===== config.mk =====
export PLATFORM = sky130hd
export DESIGN_NAME = segmented_transfer_receiver_core
export DESIGN_NICKNAME = d
export VERILOG_FILES = /design/src/design/stre_pkg.sv /design/src/design/stre_front.sv /design/src/design/stre_back.sv /design/src/design/segmented_transfer_receiver_core.sv
export SDC_FILE = /design/constraint.sdc
export NUM_CORES = 1
export LEC_CHECK = 0
export ABC_AREA = 0
export CORE_MARGIN = 3
export CORE_UTILIZATION = 64
export DETAILED_ROUTE_END_ITERATION = 8
export DONT_BUFFER_PORTS = 1
export MAX_ROUTING_LAYER = met4
export PLACE_DENSITY = 0.8
export SYNTH_ARGS = -nofsm -noshare
export SYNTH_HDL_FRONTEND = slang
export SYNTH_SLANG_ARGS = --single-unit

===== constraint.sdc =====
create_clock -name i_clk -period 9.1 [get_ports i_clk]
set_clock_uncertainty 0.15 [all_clocks]
set_input_delay 1.365 -clock i_clk [delete_from_list [all_inputs] [get_ports i_clk]]
set_output_delay 1.365 -clock i_clk [all_outputs]
set_load 0.02 [all_outputs]

===== src/design/stre_pkg.sv =====
// Shared types and constants for the segmented transfer receiver.
package stre_pkg;

    localparam int CHANNELS    = 2;
    localparam int MAX_PAYLOAD = 6;

    localparam int LEN_W   = 24;
    localparam int SUM_W   = 32;
    localparam int SEQ_W   = 8;
    localparam int CNT_W   = 3;
    localparam int DATA_W  = 48;
    localparam int BC_W    = 25;
    localparam int OFF_W   = 8;
    localparam int BSUM_W  = $clog2(MAX_PAYLOAD * 255 + 1);

    localparam logic [SUM_W-1:0] SUM_START = 32'h1000_0000;
    localparam logic [BC_W-1:0]  COUNT_MAX = 25'h1FF_FFFF;
    localparam logic [LEN_W-1:0] LEN_MAX   = 24'hFF_FFFF;

    localparam logic CMD_APPLY  = 1'b0;
    localparam logic CMD_DATA   = 1'b1;
    localparam logic STATUS_OK  = 1'b0;
    localparam logic STATUS_ERR = 1'b1;

    // Both inner queues are two entries deep.
    localparam int          Q_DEPTH = 2;
    localparam int          QPTR_W  = 1;
    localparam logic [1:0]  Q_FULL  = 2'd2;

    // Classified request handed from front to back.
    typedef struct packed {
        logic              command;
        logic              channel;
        logic              bad_channel;
        logic [LEN_W-1:0]  announced_length;
        logic [SUM_W-1:0]  announced_sum;
        logic [SEQ_W-1:0]  sequence_req;
        logic [CNT_W-1:0]  count;
        logic [BSUM_W-1:0] byte_sum;
    } t_item;

    // One acknowledgement.
    typedef struct packed {
        logic              ack_channel;
        logic              status;
        logic              complete;
        logic [OFF_W-1:0]  write_offset;
        logic [CNT_W-1:0]  write_count;
        logic [LEN_W-1:0]  total_length;
    } t_ack;

endpackage


===== src/design/stre_front.sv =====
// Front end: accepts requests, clamps and sums payload bytes, queues them.
module stre_front
    import stre_pkg::*;
(
    input  logic              i_clk,
    input  logic              i_rst_n,
    input  logic              i_push,
    output logic              o_full,
    input  logic              i_command,
    input  logic              i_channel,
    input  logic [LEN_W-1:0]  i_announced_length,
    input  logic [SUM_W-1:0]  i_announced_sum,
    input  logic [SEQ_W-1:0]  i_sequence_req,
    input  logic [CNT_W-1:0]  i_payload_count,
    input  logic [DATA_W-1:0] i_payload,
    output logic              o_valid,
    output t_item             o_item,
    input  logic              i_take
);

    t_item             r_q [Q_DEPTH];
    logic [QPTR_W-1:0] r_wr_ptr, n_wr_ptr;
    logic [QPTR_W-1:0] r_rd_ptr, n_rd_ptr;
    logic [1:0]        r_cnt, n_cnt;
    t_item             w_item;
    logic              w_push_fire;
    logic              w_pop_fire;

    // Classify the request: clamp the byte count and sum the live bytes.
    always_comb begin
        logic [CNT_W-1:0]  cnt;
        logic [BSUM_W-1:0] bsum;
        cnt  = (i_payload_count > CNT_W'(MAX_PAYLOAD)) ? CNT_W'(MAX_PAYLOAD)
                                                      : i_payload_count;
        bsum = '0;
        for (int i = 0; i < MAX_PAYLOAD; i++) begin
            if (CNT_W'(i) < cnt) begin
                bsum = bsum + BSUM_W'(i_payload[8*i +: 8]);
            end
        end
        w_item.command          = i_command;
        w_item.channel          = i_channel;
        w_item.bad_channel      = (32'(i_channel) >= CHANNELS);
        w_item.announced_length = i_announced_length;
        w_item.announced_sum    = i_announced_sum;
        w_item.sequence_req     = i_sequence_req;
        w_item.count            = cnt;
        w_item.byte_sum         = bsum;
    end

    assign o_full      = (r_cnt == Q_FULL);
    assign o_valid     = (r_cnt != 2'd0);
    assign o_item      = r_q[r_rd_ptr];
    assign w_push_fire = i_push && !o_full;
    assign w_pop_fire  = i_take && o_valid;

    // Advance queue pointers and fill level.
    always_comb begin
        n_wr_ptr = w_push_fire ? r_wr_ptr + 1'b1 : r_wr_ptr;
        n_rd_ptr = w_pop_fire ? r_rd_ptr + 1'b1 : r_rd_ptr;
        n_cnt    = r_cnt + {1'b0, w_push_fire} - {1'b0, w_pop_fire};
    end

    always_ff @(posedge i_clk) begin
        if (!i_rst_n) begin
            r_wr_ptr <= '0;
            r_rd_ptr <= '0;
            r_cnt    <= '0;
        end else begin
            r_wr_ptr <= n_wr_ptr;
            r_rd_ptr <= n_rd_ptr;
            r_cnt    <= n_cnt;
        end
    end

    // Store the classified request.
    always_ff @(posedge i_clk) begin
        if (w_push_fire) begin
            r_q[r_wr_ptr] <= w_item;
        end
    end

endmodule


===== src/design/stre_back.sv =====
// Back end: per-channel transfer state, checksum check and result queue.
module stre_back
    import stre_pkg::*;
(
    input  logic  i_clk,
    input  logic  i_rst_n,
    input  logic  i_valid,
    input  t_item i_item,
    output logic  o_take,
    output logic  o_empty,
    output t_ack  o_ack,
    input  logic  i_pop
);

    logic [LEN_W-1:0]  r_exp_len   [CHANNELS];
    logic [SUM_W-1:0]  r_exp_sum   [CHANNELS];
    logic [SUM_W-1:0]  r_run_sum   [CHANNELS];
    logic [SEQ_W-1:0]  r_frame_cnt [CHANNELS];
    logic [BC_W-1:0]   r_byte_cnt  [CHANNELS];

    t_ack              r_q [Q_DEPTH];
    logic [QPTR_W-1:0] r_wr_ptr, n_wr_ptr;
    logic [QPTR_W-1:0] r_rd_ptr, n_rd_ptr;
    logic [1:0]        r_cnt, n_cnt;

    logic              w_take_fire;
    logic              w_pop_fire;
    t_ack              w_ack;
    logic [SUM_W-1:0]  w_new_sum;
    logic [BC_W-1:0]   w_new_bc;
    logic              w_upd_data;
    logic              w_adv_frame;
    logic              w_apply;

    assign o_take      = (r_cnt != Q_FULL);
    assign w_take_fire = i_valid && o_take;
    assign w_pop_fire  = i_pop && !o_empty;
    assign o_empty     = (r_cnt == 2'd0);
    assign o_ack       = r_q[r_rd_ptr];

    // Evaluate the request against its channel's state.
    always_comb begin
        logic [BC_W:0]    sum_bc;
        logic             seq_ok;
        logic             reached;
        logic [OFF_W-1:0] offset;
        sum_bc      = {1'b0, r_byte_cnt[i_item.channel]} + (BC_W+1)'(i_item.count);
        w_new_bc    = sum_bc[BC_W] ? COUNT_MAX : sum_bc[BC_W-1:0];
        w_new_sum   = r_run_sum[i_item.channel] - SUM_W'(i_item.byte_sum);
        seq_ok      = (i_item.sequence_req == r_frame_cnt[i_item.channel]);
        reached     = (w_new_bc >= {1'b0, r_exp_len[i_item.channel]});
        offset      = (i_item.count != '0) ? r_byte_cnt[i_item.channel][OFF_W-1:0]
                                           : '0;
        w_apply     = !i_item.bad_channel && (i_item.command == CMD_APPLY);
        w_upd_data  = !i_item.bad_channel && (i_item.command == CMD_DATA) && seq_ok;
        w_adv_frame = w_upd_data && !reached;

        w_ack              = '0;
        w_ack.ack_channel  = i_item.channel;
        w_ack.status       = STATUS_ERR;
        if (w_apply) begin
            w_ack.status = STATUS_OK;
        end else if (w_upd_data) begin
            w_ack.write_offset = offset;
            w_ack.write_count  = i_item.count;
            if (!reached) begin
                w_ack.status = STATUS_OK;
            end else if (w_new_sum == r_exp_sum[i_item.channel]) begin
                w_ack.status       = STATUS_OK;
                w_ack.complete     = 1'b1;
                w_ack.total_length = w_new_bc[BC_W-1] ? LEN_MAX : w_new_bc[LEN_W-1:0];
            end
        end
    end

    // Update channel state.
    always_ff @(posedge i_clk) begin
        if (!i_rst_n) begin
            for (int c = 0; c < CHANNELS; c++) begin
                r_exp_len[c]   <= '0;
                r_exp_sum[c]   <= '0;
                r_run_sum[c]   <= '0;
                r_frame_cnt[c] <= '0;
                r_byte_cnt[c]  <= '0;
            end
        end else if (w_take_fire) begin
            if (w_apply) begin
                r_exp_len[i_item.channel]   <= i_item.announced_length;
                r_exp_sum[i_item.channel]   <= i_item.announced_sum;
                r_run_sum[i_item.channel]   <= SUM_START;
                r_frame_cnt[i_item.channel] <= '0;
                r_byte_cnt[i_item.channel]  <= '0;
            end else if (w_upd_data) begin
                r_run_sum[i_item.channel]  <= w_new_sum;
                r_byte_cnt[i_item.channel] <= w_new_bc;
                if (w_adv_frame) begin
                    r_frame_cnt[i_item.channel] <= r_frame_cnt[i_item.channel] + SEQ_W'(1);
                end
            end
        end
    end

    // Advance result queue pointers and fill level.
    always_comb begin
        n_wr_ptr = w_take_fire ? r_wr_ptr + 1'b1 : r_wr_ptr;
        n_rd_ptr = w_pop_fire ? r_rd_ptr + 1'b1 : r_rd_ptr;
        n_cnt    = r_cnt + {1'b0, w_take_fire} - {1'b0, w_pop_fire};
    end

    always_ff @(posedge i_clk) begin
        if (!i_rst_n) begin
            r_wr_ptr <= '0;
            r_rd_ptr <= '0;
            r_cnt    <= '0;
        end else begin
            r_wr_ptr <= n_wr_ptr;
            r_rd_ptr <= n_rd_ptr;
            r_cnt    <= n_cnt;
        end
    end

    // Hold the acknowledgement until it is popped.
    always_ff @(posedge i_clk) begin
        if (w_take_fire) begin
            r_q[r_wr_ptr] <= w_ack;
        end
    end

`ifndef ASSERT_OFF
    a_cnt_bound: assert property (@(posedge i_clk) disable iff (!i_rst_n)
        r_cnt <= Q_FULL)
        else $error("result queue overfilled");

    a_complete_ok: assert property (@(posedge i_clk) disable iff (!i_rst_n)
        w_take_fire && w_ack.complete |-> w_ack.status == STATUS_OK && w_upd_data)
        else $error("complete without an accepted data frame");

    a_apply_clears: assert property (@(posedge i_clk) disable iff (!i_rst_n)
        w_take_fire && w_apply |=> r_byte_cnt[$past(i_item.channel)] == '0
                                   && r_run_sum[$past(i_item.channel)] == SUM_START)
        else $error("announce did not restart the channel");

    a_reject_no_write: assert property (@(posedge i_clk) disable iff (!i_rst_n)
        w_take_fire && !w_upd_data |-> w_ack.write_count == '0
                                       && w_ack.total_length == '0)
        else $error("write reported for a rejected request");
`endif

endmodule


===== src/design/segmented_transfer_receiver_core.sv =====
// An accepted request is stored in the front queue; the back end then takes it and registers
// its acknowledgement in the result queue, from which it can be popped.
// Throughput: one request per cycle while no queue is full; a 2-entry queue sits in the
// front and in the result path. The per-channel state update in the back end sets the rate.
// Reset (synchronous, active low) clears both queues and all channel state to zero.
// Top level of the segmented transfer receiver.
module segmented_transfer_receiver_core
    import stre_pkg::*;
(
    input  logic              i_clk,
    input  logic              i_rst_n,
    input  logic              push,
    output logic              full,
    input  logic              i_command,
    input  logic              i_channel,
    input  logic [LEN_W-1:0]  i_announced_length,
    input  logic [SUM_W-1:0]  i_announced_sum,
    input  logic [SEQ_W-1:0]  i_sequence_req,
    input  logic [CNT_W-1:0]  i_payload_count,
    input  logic [DATA_W-1:0] i_payload,
    output logic              empty,
    input  logic              pop,
    output logic              o_ack_channel,
    output logic              o_status,
    output logic              o_complete,
    output logic [OFF_W-1:0]  o_write_offset,
    output logic [CNT_W-1:0]  o_write_count,
    output logic [LEN_W-1:0]  o_total_length
);

    t_item w_item;
    logic  w_valid;
    logic  w_take;
    t_ack  w_ack;

    // Accept and classify requests.
    stre_front u_front (
        .i_clk              (i_clk),
        .i_rst_n            (i_rst_n),
        .i_push             (push),
        .o_full             (full),
        .i_command          (i_command),
        .i_channel          (i_channel),
        .i_announced_length (i_announced_length),
        .i_announced_sum    (i_announced_sum),
        .i_sequence_req     (i_sequence_req),
        .i_payload_count    (i_payload_count),
        .i_payload          (i_payload),
        .o_valid            (w_valid),
        .o_item             (w_item),
        .i_take             (w_take)
    );

    // Carry out requests and queue acknowledgements.
    stre_back u_back (
        .i_clk   (i_clk),
        .i_rst_n (i_rst_n),
        .i_valid (w_valid),
        .i_item  (w_item),
        .o_take  (w_take),
        .o_empty (empty),
        .o_ack   (w_ack),
        .i_pop   (pop)
    );

    assign o_ack_channel  = w_ack.ack_channel;
    assign o_status       = w_ack.status;
    assign o_complete     = w_ack.complete;
    assign o_write_offset = w_ack.write_offset;
    assign o_write_count  = w_ack.write_count;
    assign o_total_length = w_ack.total_length;

endmodule


==> results by group, run 1 <==
Worst setup path
  – CP delay by family, top: simple AND/OR/NAND/NOR gates
  – Slowest stage cell, crit path: nor2_1
  – Crit path max fanout: 24
  – Worst EP required: 9.27 ns
  – WS Path Type: input port to flip-flop
  – Max incr delay on CP: 0.39 ns
  – Cells on worst reg2reg path: 24
  – Crit start category: input port
  – FF-to-FF setup slack: about 1.6 ns
  – Worst R2R End: u_back.r_frame_cnt[0][0]
  – Worst Setup End Kind: flip-flop
  – CP Buf/Inv Count: 1
  – WP data arrival: 8.44 ns
  – Most used cell along the critical path: ha_1

STA
  – Max Freq: 0.121 GHz
  – Tightest Pin Transition: 1.15 ns
  – Slew Viols, Final: 0
  – Slew Limit Headroom: 0.230
  – Final Hold Viols: 0
  – Period utilization: 0.909
  – TNS Setup: 0 ns
  – Min Tclk post-route: approximately 8.3 ns
  – Endpoints failing setup: 0
  – RSZ-0062 raised after global routing: no

Drt
  – Routed WL per cell: 20.6 microns
  – Vias per cell: between 6 and 7
  – Via count: roughly 16,000
  – Initial DRC Count: between 1,000 and 1,500
  – DRT Wirelength: between 50,000 and 60,000 microns
  – Post-route antenna net violation count: 0
  – DRC Markers: 0
  – First-pass iteration count of the detailed router: 6

Global routing
  – Initial antenna violation count: 0
  – Grt ovf: 0
  – Vias in the first global route: ~16,000
  – All-layer global routing usage: 0.268
  – Largest net degree at the start of global routing: 67
  – Global-route wire length before repair: around 85,000 microns

Power and ir drop
  – Comb power frac: 0.363
  – Internal Power: roughly 5.1 mW
  – Lkg Pwr: 10.0 nW
  – Power per standard cell area: 291 nW/um^2
  – Peak supply drop: 0.180 mV
  – Reported net switching power: 2.78 mW
  – Total power: 7.85 mW
  – Clock power frac: 0.251
  – Sequential share of power: 0.385
  – Sw Share: 0.355

Logic synthesis
  – Synth area leaders: edfxtp_1 58%, mux2i_1 6.6%, nor2_1 5.4%, ha_1 4.1%, xnor2_1 3.0%
  – Yosys reg bits: 488
  – Post-synth EDFFs: 478
  – Synth Flop Type: edfxtp_1
  – Post-synth net total: 2,262
  – Top post-synthesis cells by count: 478 x edfxtp_1, 356 x nor2_1, 165 x mux2i_1
  – Yosys warns: 0
  – Mapped Area: 24,900 sq um
  – Avg Cell Area, Syn: 12.1 sq um
  – Synth unique cells: 81
  – Synth area leader: edfxtp_1
  – Sequential area share after synthesis: 0.586
  – Synth top area share: 0.577
  – Top-count cell post-synth: edfxtp_1
  – Syn Inst Count: 2,052
  – Async SR Flop Fraction: 0

CTS
  – CTS buffer count: 48
  – CTS Hold Bufs: 0
  – CTS tree: built
  – Clock Sinks: 488
  – Post_cts resized: 0
  – Post-CTS Setup Repair Bufs: 0
  – Clk slew on worst S/H paths: 0.06 ns
  – Later-pin clock latency in the skew report: 0.59 ns
  – CTS Root Cell: clkbuf_16
  – # H-tree levels: 2
  – CTS max path bufs: 3

Cells and area
  – Area growth syn-to-layout: 8.35%
  – Layout cells sized above 1: 0.0938
  – Design Area, Final: 26,900 sq um
  – Number of diodes: 0
  – Fin nets: 2,250
  – Number of fill cells: around 2,600
  – Non-Filler Instances: 2,590

Floorplanning
  – Die Wd: 203 microns
  – Io pins: 161
  – Initial Utilization: 0.655
  – Die H: just over 200 microns
  – Core box area: 37,900 sq um
  – Core Rows: 71
  – DIE AREA: 41,200 sq um

Placement
  – IO Port Bufs: 0
  – Post-DP HPWL: ~36,000 microns
  – Dpl cells: 2,501
  – GP Congestion: 0.927
  – Area of placed instances: 25,400 sq um

Min path
  – Hold Path Class: flip-flop to flip-flop
  – Hold Crit Depth: 2
  – Hold_sp: u_back.r_rd_ptr

Job
  – # Max-Cap Violations: 0

Status
  – Outcome: completed
[registers in the layout (all words and copies together) (netlist names), named ones only]
signal              flops
u_back.r_q             76
u_front.r_cnt           2
u_back.r_rd_ptr         1
u_back.r_wr_ptr         1
u_back.r_exp_sum       64
u_front.r_q           160
u_back.r_run_sum       64
u_back.r_cnt            2
u_back.r_frame_cnt     16
u_front.r_wr_ptr        1
u_back.r_exp_len       48
u_front.r_rd_ptr        1
u_back.r_byte_cnt      50
[power groups by stage]
stage | clock network [mW] | registers [mW] | logic (mW)
finish | 1.97 | 3.02 | 2.85
global route | 2.08 | 3.06 | 3.11
CTS | 2.00 | 3.03 | 2.84
detailed placement | 0 | 3.07 | 2.81
global placement | 0 | 3.05 | 2.71
floorplan | 0 | 3.03 | 2.21
[how the worst max path moves through the flow]
stage,slack [ns],start,endpoint,cells past startpoint
after global routing,0.20,i_payload_count[2],u_front.r_q[1][9],34
final,0.82,i_payload_count[2],u_front.r_q[1][9],33
after global placement,0.54,i_payload_count[2],u_front.r_q[0][9],33
after detailed placement,0.27,i_payload_count[2],u_front.r_q[1][9],33
after floorplan,1.06,i_payload_count[2],u_front.r_q[0][9],33
after CTS,0.87,i_payload_count[2],u_front.r_q[1][9],33
[through the flow]
step / utilization / hold WS (ns) / setup slack (ns)
finish: 0.710 / 0.404 / 0.825
global placement: 0.668 / 0.372 / 0.541
CTS: 0.710 / 0.408 / 0.865
floorplan: - / 0.354 / 1.06
global route: 0.710 / 0.454 / 0.196
detailed placement: 0.668 / 0.392 / 0.265
[routing by layer]
layer	vias to the layer above	track usage	wire length, microns
met2	579	0.435	26000
met1	7700	0.342	21700
met4	0	0.101	2060
met5	-	-	0
li1	7445	-	-
met3	130	0.0468	3500
[logic make-up (layout without fill, tap and decap cells)]
kind of cell / Yosys count / in the layout / synth area share
AND/OR/NAND/NOR: 693 / 693 / 0.125
XOR/XNOR: 148 / 148 / 0.0522
adder cells (fa/ha/maj): 90 / 90 / 0.0473
multiplexers: 222 / 222 / 0.0928
flip-flops: 488 / 488 / 0.586
AO/OA/AOI/OAI: 254 / 254 / 0.0704
buffers and inverters: 157 / 184 / 0.0263
[cells in the final DEF (no fill, tap or decap), types with 9 or more instances in the layout]
cell / n
edfxtp_1: 478
nor2_1: 353
mux2i_1: 165
nand2_1: 130
xnor2_1: 86
ha_1: 82
inv_1: 73
xor2_1: 62
a21oi_1: 58
o21ai_0: 58
mux2_2: 55
clkbuf_16: 50
nor3_1: 44
nor2b_1: 26
a21o_1: 23
nand3_1: 21
buf_4: 20
a211oi_2: 19
nor4_1: 17
and3_1: 15
o211ai_1: 15
nand2b_1: 13
and2_1: 13
clkinv_1: 12
nand4_1: 12
a31oi_1: 11
or3_1: 11
o21a_1: 10
clkinv_2: 10
a211oi_1: 9
dfxtp_1: 9
[final cells by class]
cell class	count	area (sq um)	share of cell area
clock inverter	32	297	0.0110
timing repair buffer	20	150	0.00558
multi-input combinational	1407	9720	0.361
tap	511	639	0.0237
clock buffer	57	1280	0.0474
inverter	75	287	0.0106
sequential	488	14600	0.541
[worst min-delay path, stage by stage, from the launching register on]
cell	delay (ns)
dfxtp_1	0.32
xnor2_1	0.09
nor2b_1	0.11
No activity file was read; power rests on OpenSTA's default activity.
==> inputs of run 2 (changes only) <==
- BUFFER_PORTS_ARGS: not set -> -buffer_cell sky130_fd_sc_hd__buf_2
- CORE_UTILIZATION: 64 -> 61
- DONT_BUFFER_PORTS: 1 -> not set
==> run 2 against run 1 <==
  * Cell area increased by 3.2%
  * Count of clock-buffer cells in the layout increased by 4
  * Sequential share of layout area decreased by 1.7 points
  * Total power increased by 1.6%
  * Highest routed layer unchanged
  * Non-clock buffer count increased by 164
  * Sequential power about the same
  * Register-to-register slack improved by 0.33 ns
  * First-iteration DRC count decreased by 7.2%
  * Largest cell class unchanged
  * Fmax decreased by 0.14%
  * Clock power about the same
==> results by group, run 2 (synthesized netlist as in run 1, its figures left out) <==
STA
  – Final Hold Viols: 0 (unchanged)
  – Slew Viols, Final: 0 (unchanged)
  – Min Tclk post-route: 8.29 ns (+0.0114 ns)
  – Max Freq: 0.121 GHz (-0.14%)
  – Slew Limit Headroom: 0.275 (+0.0446)
  – Setup WS post-layout: 0.814 ns (-0.0114 ns)
  – RSZ-0062 raised after global routing: no
  – Tightest Pin Transition: 1.09 ns (-0.0650 ns)
  – Period utilization: 0.911 (+0.00125)
  – TNS Setup: 0 ns (unchanged)
  – Endpoints failing setup: 0 (unchanged)

Cells and area
  – Max reg flops: 160 (unchanged)
  – Fin nets: 2,415 (+7.3%)
  – Number of fill cells: 2,840 (+10%)
  – Biggest register: u_front.r_q
  – Area growth syn-to-layout: 11.8%
  – Design Area, Final: 27,800 sq um (+3.2%)
  – Most common cell after layout, fill and taps aside: edfxtp_1
  – Layout cells sized above 1: 0.161 (+0.0673)
  – Number of diodes: 0 (unchanged)
  – Top Registers: u_front.r_q: 160 flops, u_back.r_q: 76 flops
  – Commonest non-fill, non-tap cells in the layout: 478 x edfxtp_1, 353 x nor2_1, 165 x mux2i_1

CTS
  – Later-pin clock latency in the skew report: 0.59 ns (about the same)
  – CTS buffer count: 49 (+2.1%)
  – Clock Sinks: 488 (unchanged)
  – Post-CTS Setup Repair Bufs: 0 (unchanged)
  – # H-tree levels: 2 (unchanged)
  – CTS Hold Bufs: 0 (unchanged)
  – CTS max path bufs: 3 (unchanged)
  – CTS Root Cell: clkbuf_16
  – Clk slew on worst S/H paths: 0.06 ns (about the same)
  – CTS tree: built
  – Post_cts resized: 0 (unchanged)

Worst setup path
  – Max incr delay on CP: 0.38 ns (about the same)
  – CP delay by family, top: simple AND/OR/NAND/NOR gates
  – Crit path max fanout: 15 (-38%)
  – Critical Path Sink: u_front.r_q[1][9]
  – Worst R2R End: u_back.r_frame_cnt[1][3]
  – Cells on worst reg2reg path: 26 (+8.3%)
  – CP Buf/Inv Count: 2 (+1)
  – Crit start category: input port
  – WP data arrival: 8.45 ns (about the same)
  – Most used cell along the critical path: ha_1
  – Stages on the worst setup path: 34 (+3.0%)
  – FF-to-FF setup slack: 1.92 ns (+0.33 ns)
  – Worst Setup End Kind: flip-flop
  – Crit path from: i_payload_count[1]
  – Slowest stage cell, crit path: or3_1
  – Worst EP required: 9.27 ns (about the same)
  – WS Path Type: input port to flip-flop

Job
  – # Max-Cap Violations: 0 (unchanged)

Min path
  – Hold Crit Depth: 2 (unchanged)
  – Hold Path Class: flip-flop to flip-flop

Drt
  – Routed met2 length: 27,400 microns (+5.2%)
  – DRT Wirelength: 53,900 microns (+1.0%)
  – Routed WL per cell: 19.5 microns (-5.4%)
  – Via count: 16,400 (+3.7%)
  – Vias per cell: 5.94 (-2.9%)
  – Max layer used: met4
  – First-pass iteration count of the detailed router: 6 (unchanged)
  – Post-route antenna net violation count: 0 (unchanged)
  – DRC Markers: 0 (unchanged)
  – Met3 Routed Length: 2650 microns (-24%)
  – Initial DRC Count: 1,262 (-7.2%)
  – Met1 wire length: 22,200 microns (+2.0%)

Floorplanning
  – Io pins: 161 (unchanged)
  – Core box area: 40,000 sq um (+5.5%)
  – Die H: 208 microns (+2.4%)
  – Core Rows: 73 (+2.8%)
  – Die Wd: 208 microns (+2.4%)
  – DIE AREA: 43,200 sq um (+4.8%)
  – Initial Utilization: 0.621 (-0.0340)

Global routing
  – Global-route wire length before repair: 86,300 microns (+1.8%)
  – Initial antenna violation count: 0 (unchanged)
  – Grt ovf: 0 (unchanged)
  – Vias in the first global route: 16,600 (+3.9%)
  – Largest net degree at the start of global routing: 75 (+12%)
  – All-layer global routing usage: 0.254 (-0.0140)

Placement
  – Pre-CTS setup slack: 0.269 ns (+0.00385 ns)
  – IO Port Bufs: 160 (+160)
  – Area of placed instances: 26,200 sq um (+3.3%)
  – GP Congestion: 0.922 (-0.55%)
  – Post-DP HPWL: 36,500 microns (+1.1%)

Power and ir drop
  – Power per standard cell area: 287 nW/um^2 (-1.5%)
  – Peak supply drop: 0.181 mV (+0.82%)
  – Total power: 7.97 mW (+1.6%)
  – Lkg Pwr: 10.7 nW (+6.7%)

Status
  – Outcome: completed
==> run 2: layout make-up <==
| cell class | count | area [sq um] | share of cell area |
|---|---|---|---|
| repair buffers | 184 | 981 | 0.0353 |
| flip-flops and latches | 488 | 14600 | 0.524 |
| well taps | 525 | 657 | 0.0236 |
| clock inverters | 26 | 278 | 0.0100 |
| multi-input cells | 1407 | 9720 | 0.350 |
| clock buffers | 61 | 1310 | 0.0473 |
| inverters | 75 | 287 | 0.0103 |
==> run 2: through the flow <==
stage,std cells,hold WS [ns],util
after floorplan,2052,0.354,-
after global placement,2679,0.371,0.655
after detailed placement,2679,0.385,0.655
after CTS,2766,0.403,0.695
after global routing,2766,0.430,0.695
final,2766,0.398,0.695
==> run 2: power by group <==
part           total, mW  internal (mW)  switching, mW
clock network       2.00           1.17          0.835
registers           3.03           2.90          0.130
logic               2.94           1.10           1.85
==> run 2: layer usage <==
metal / global-route usage / vias up
li1: - / 7766
met1: 0.326 / 8049
met2: 0.422 / 502
met3: 0.0308 / 121
met4: 0.0900 / 0
met5: - / -
==> run 2: worst min-delay path by stage <==
| stage | end | startpoint | slack [ns] |
|---|---|---|---|
| after CTS | flip-flop | u_back.r_rd_ptr | 0.40 |
| final | u_back.r_rd_ptr | u_back.r_rd_ptr | 0.40 |
| after global placement | u_back.r_rd_ptr | u_back.r_rd_ptr | 0.37 |
| after floorplan | flip-flop | u_back.r_rd_ptr | 0.35 |
| after detailed placement | flip-flop | u_back.r_rd_ptr | 0.39 |
| after global routing | u_back.r_rd_ptr | u_back.r_rd_ptr | 0.43 |
==> run 2: worst register-to-register path, stage by stage (launching register included) <==
cell	delay (ns)
dfxtp_4	0.53
mux2i_4	0.43
inv_6	0.21
nand2_1	0.18
nand2_1	0.11
ha_1	0.29
a21o_1	0.11
a21oi_1	0.16
nor4_2	0.53
nand3b_1	0.30
nor4_1	0.49
nand2_1	0.23
a21oi_2	0.51
buf_4	0.29
nor2_1	0.12
inv_1	0.09
ha_1	0.24
a21o_1	0.18
a21o_1	0.17
a21oi_1	0.26
nand2_1	0.11
o211ai_1	0.18
a21oi_1	0.17
and4bb_2	0.41
nor2_1	0.07
o21ai_0	0.16
buf_4	0.21
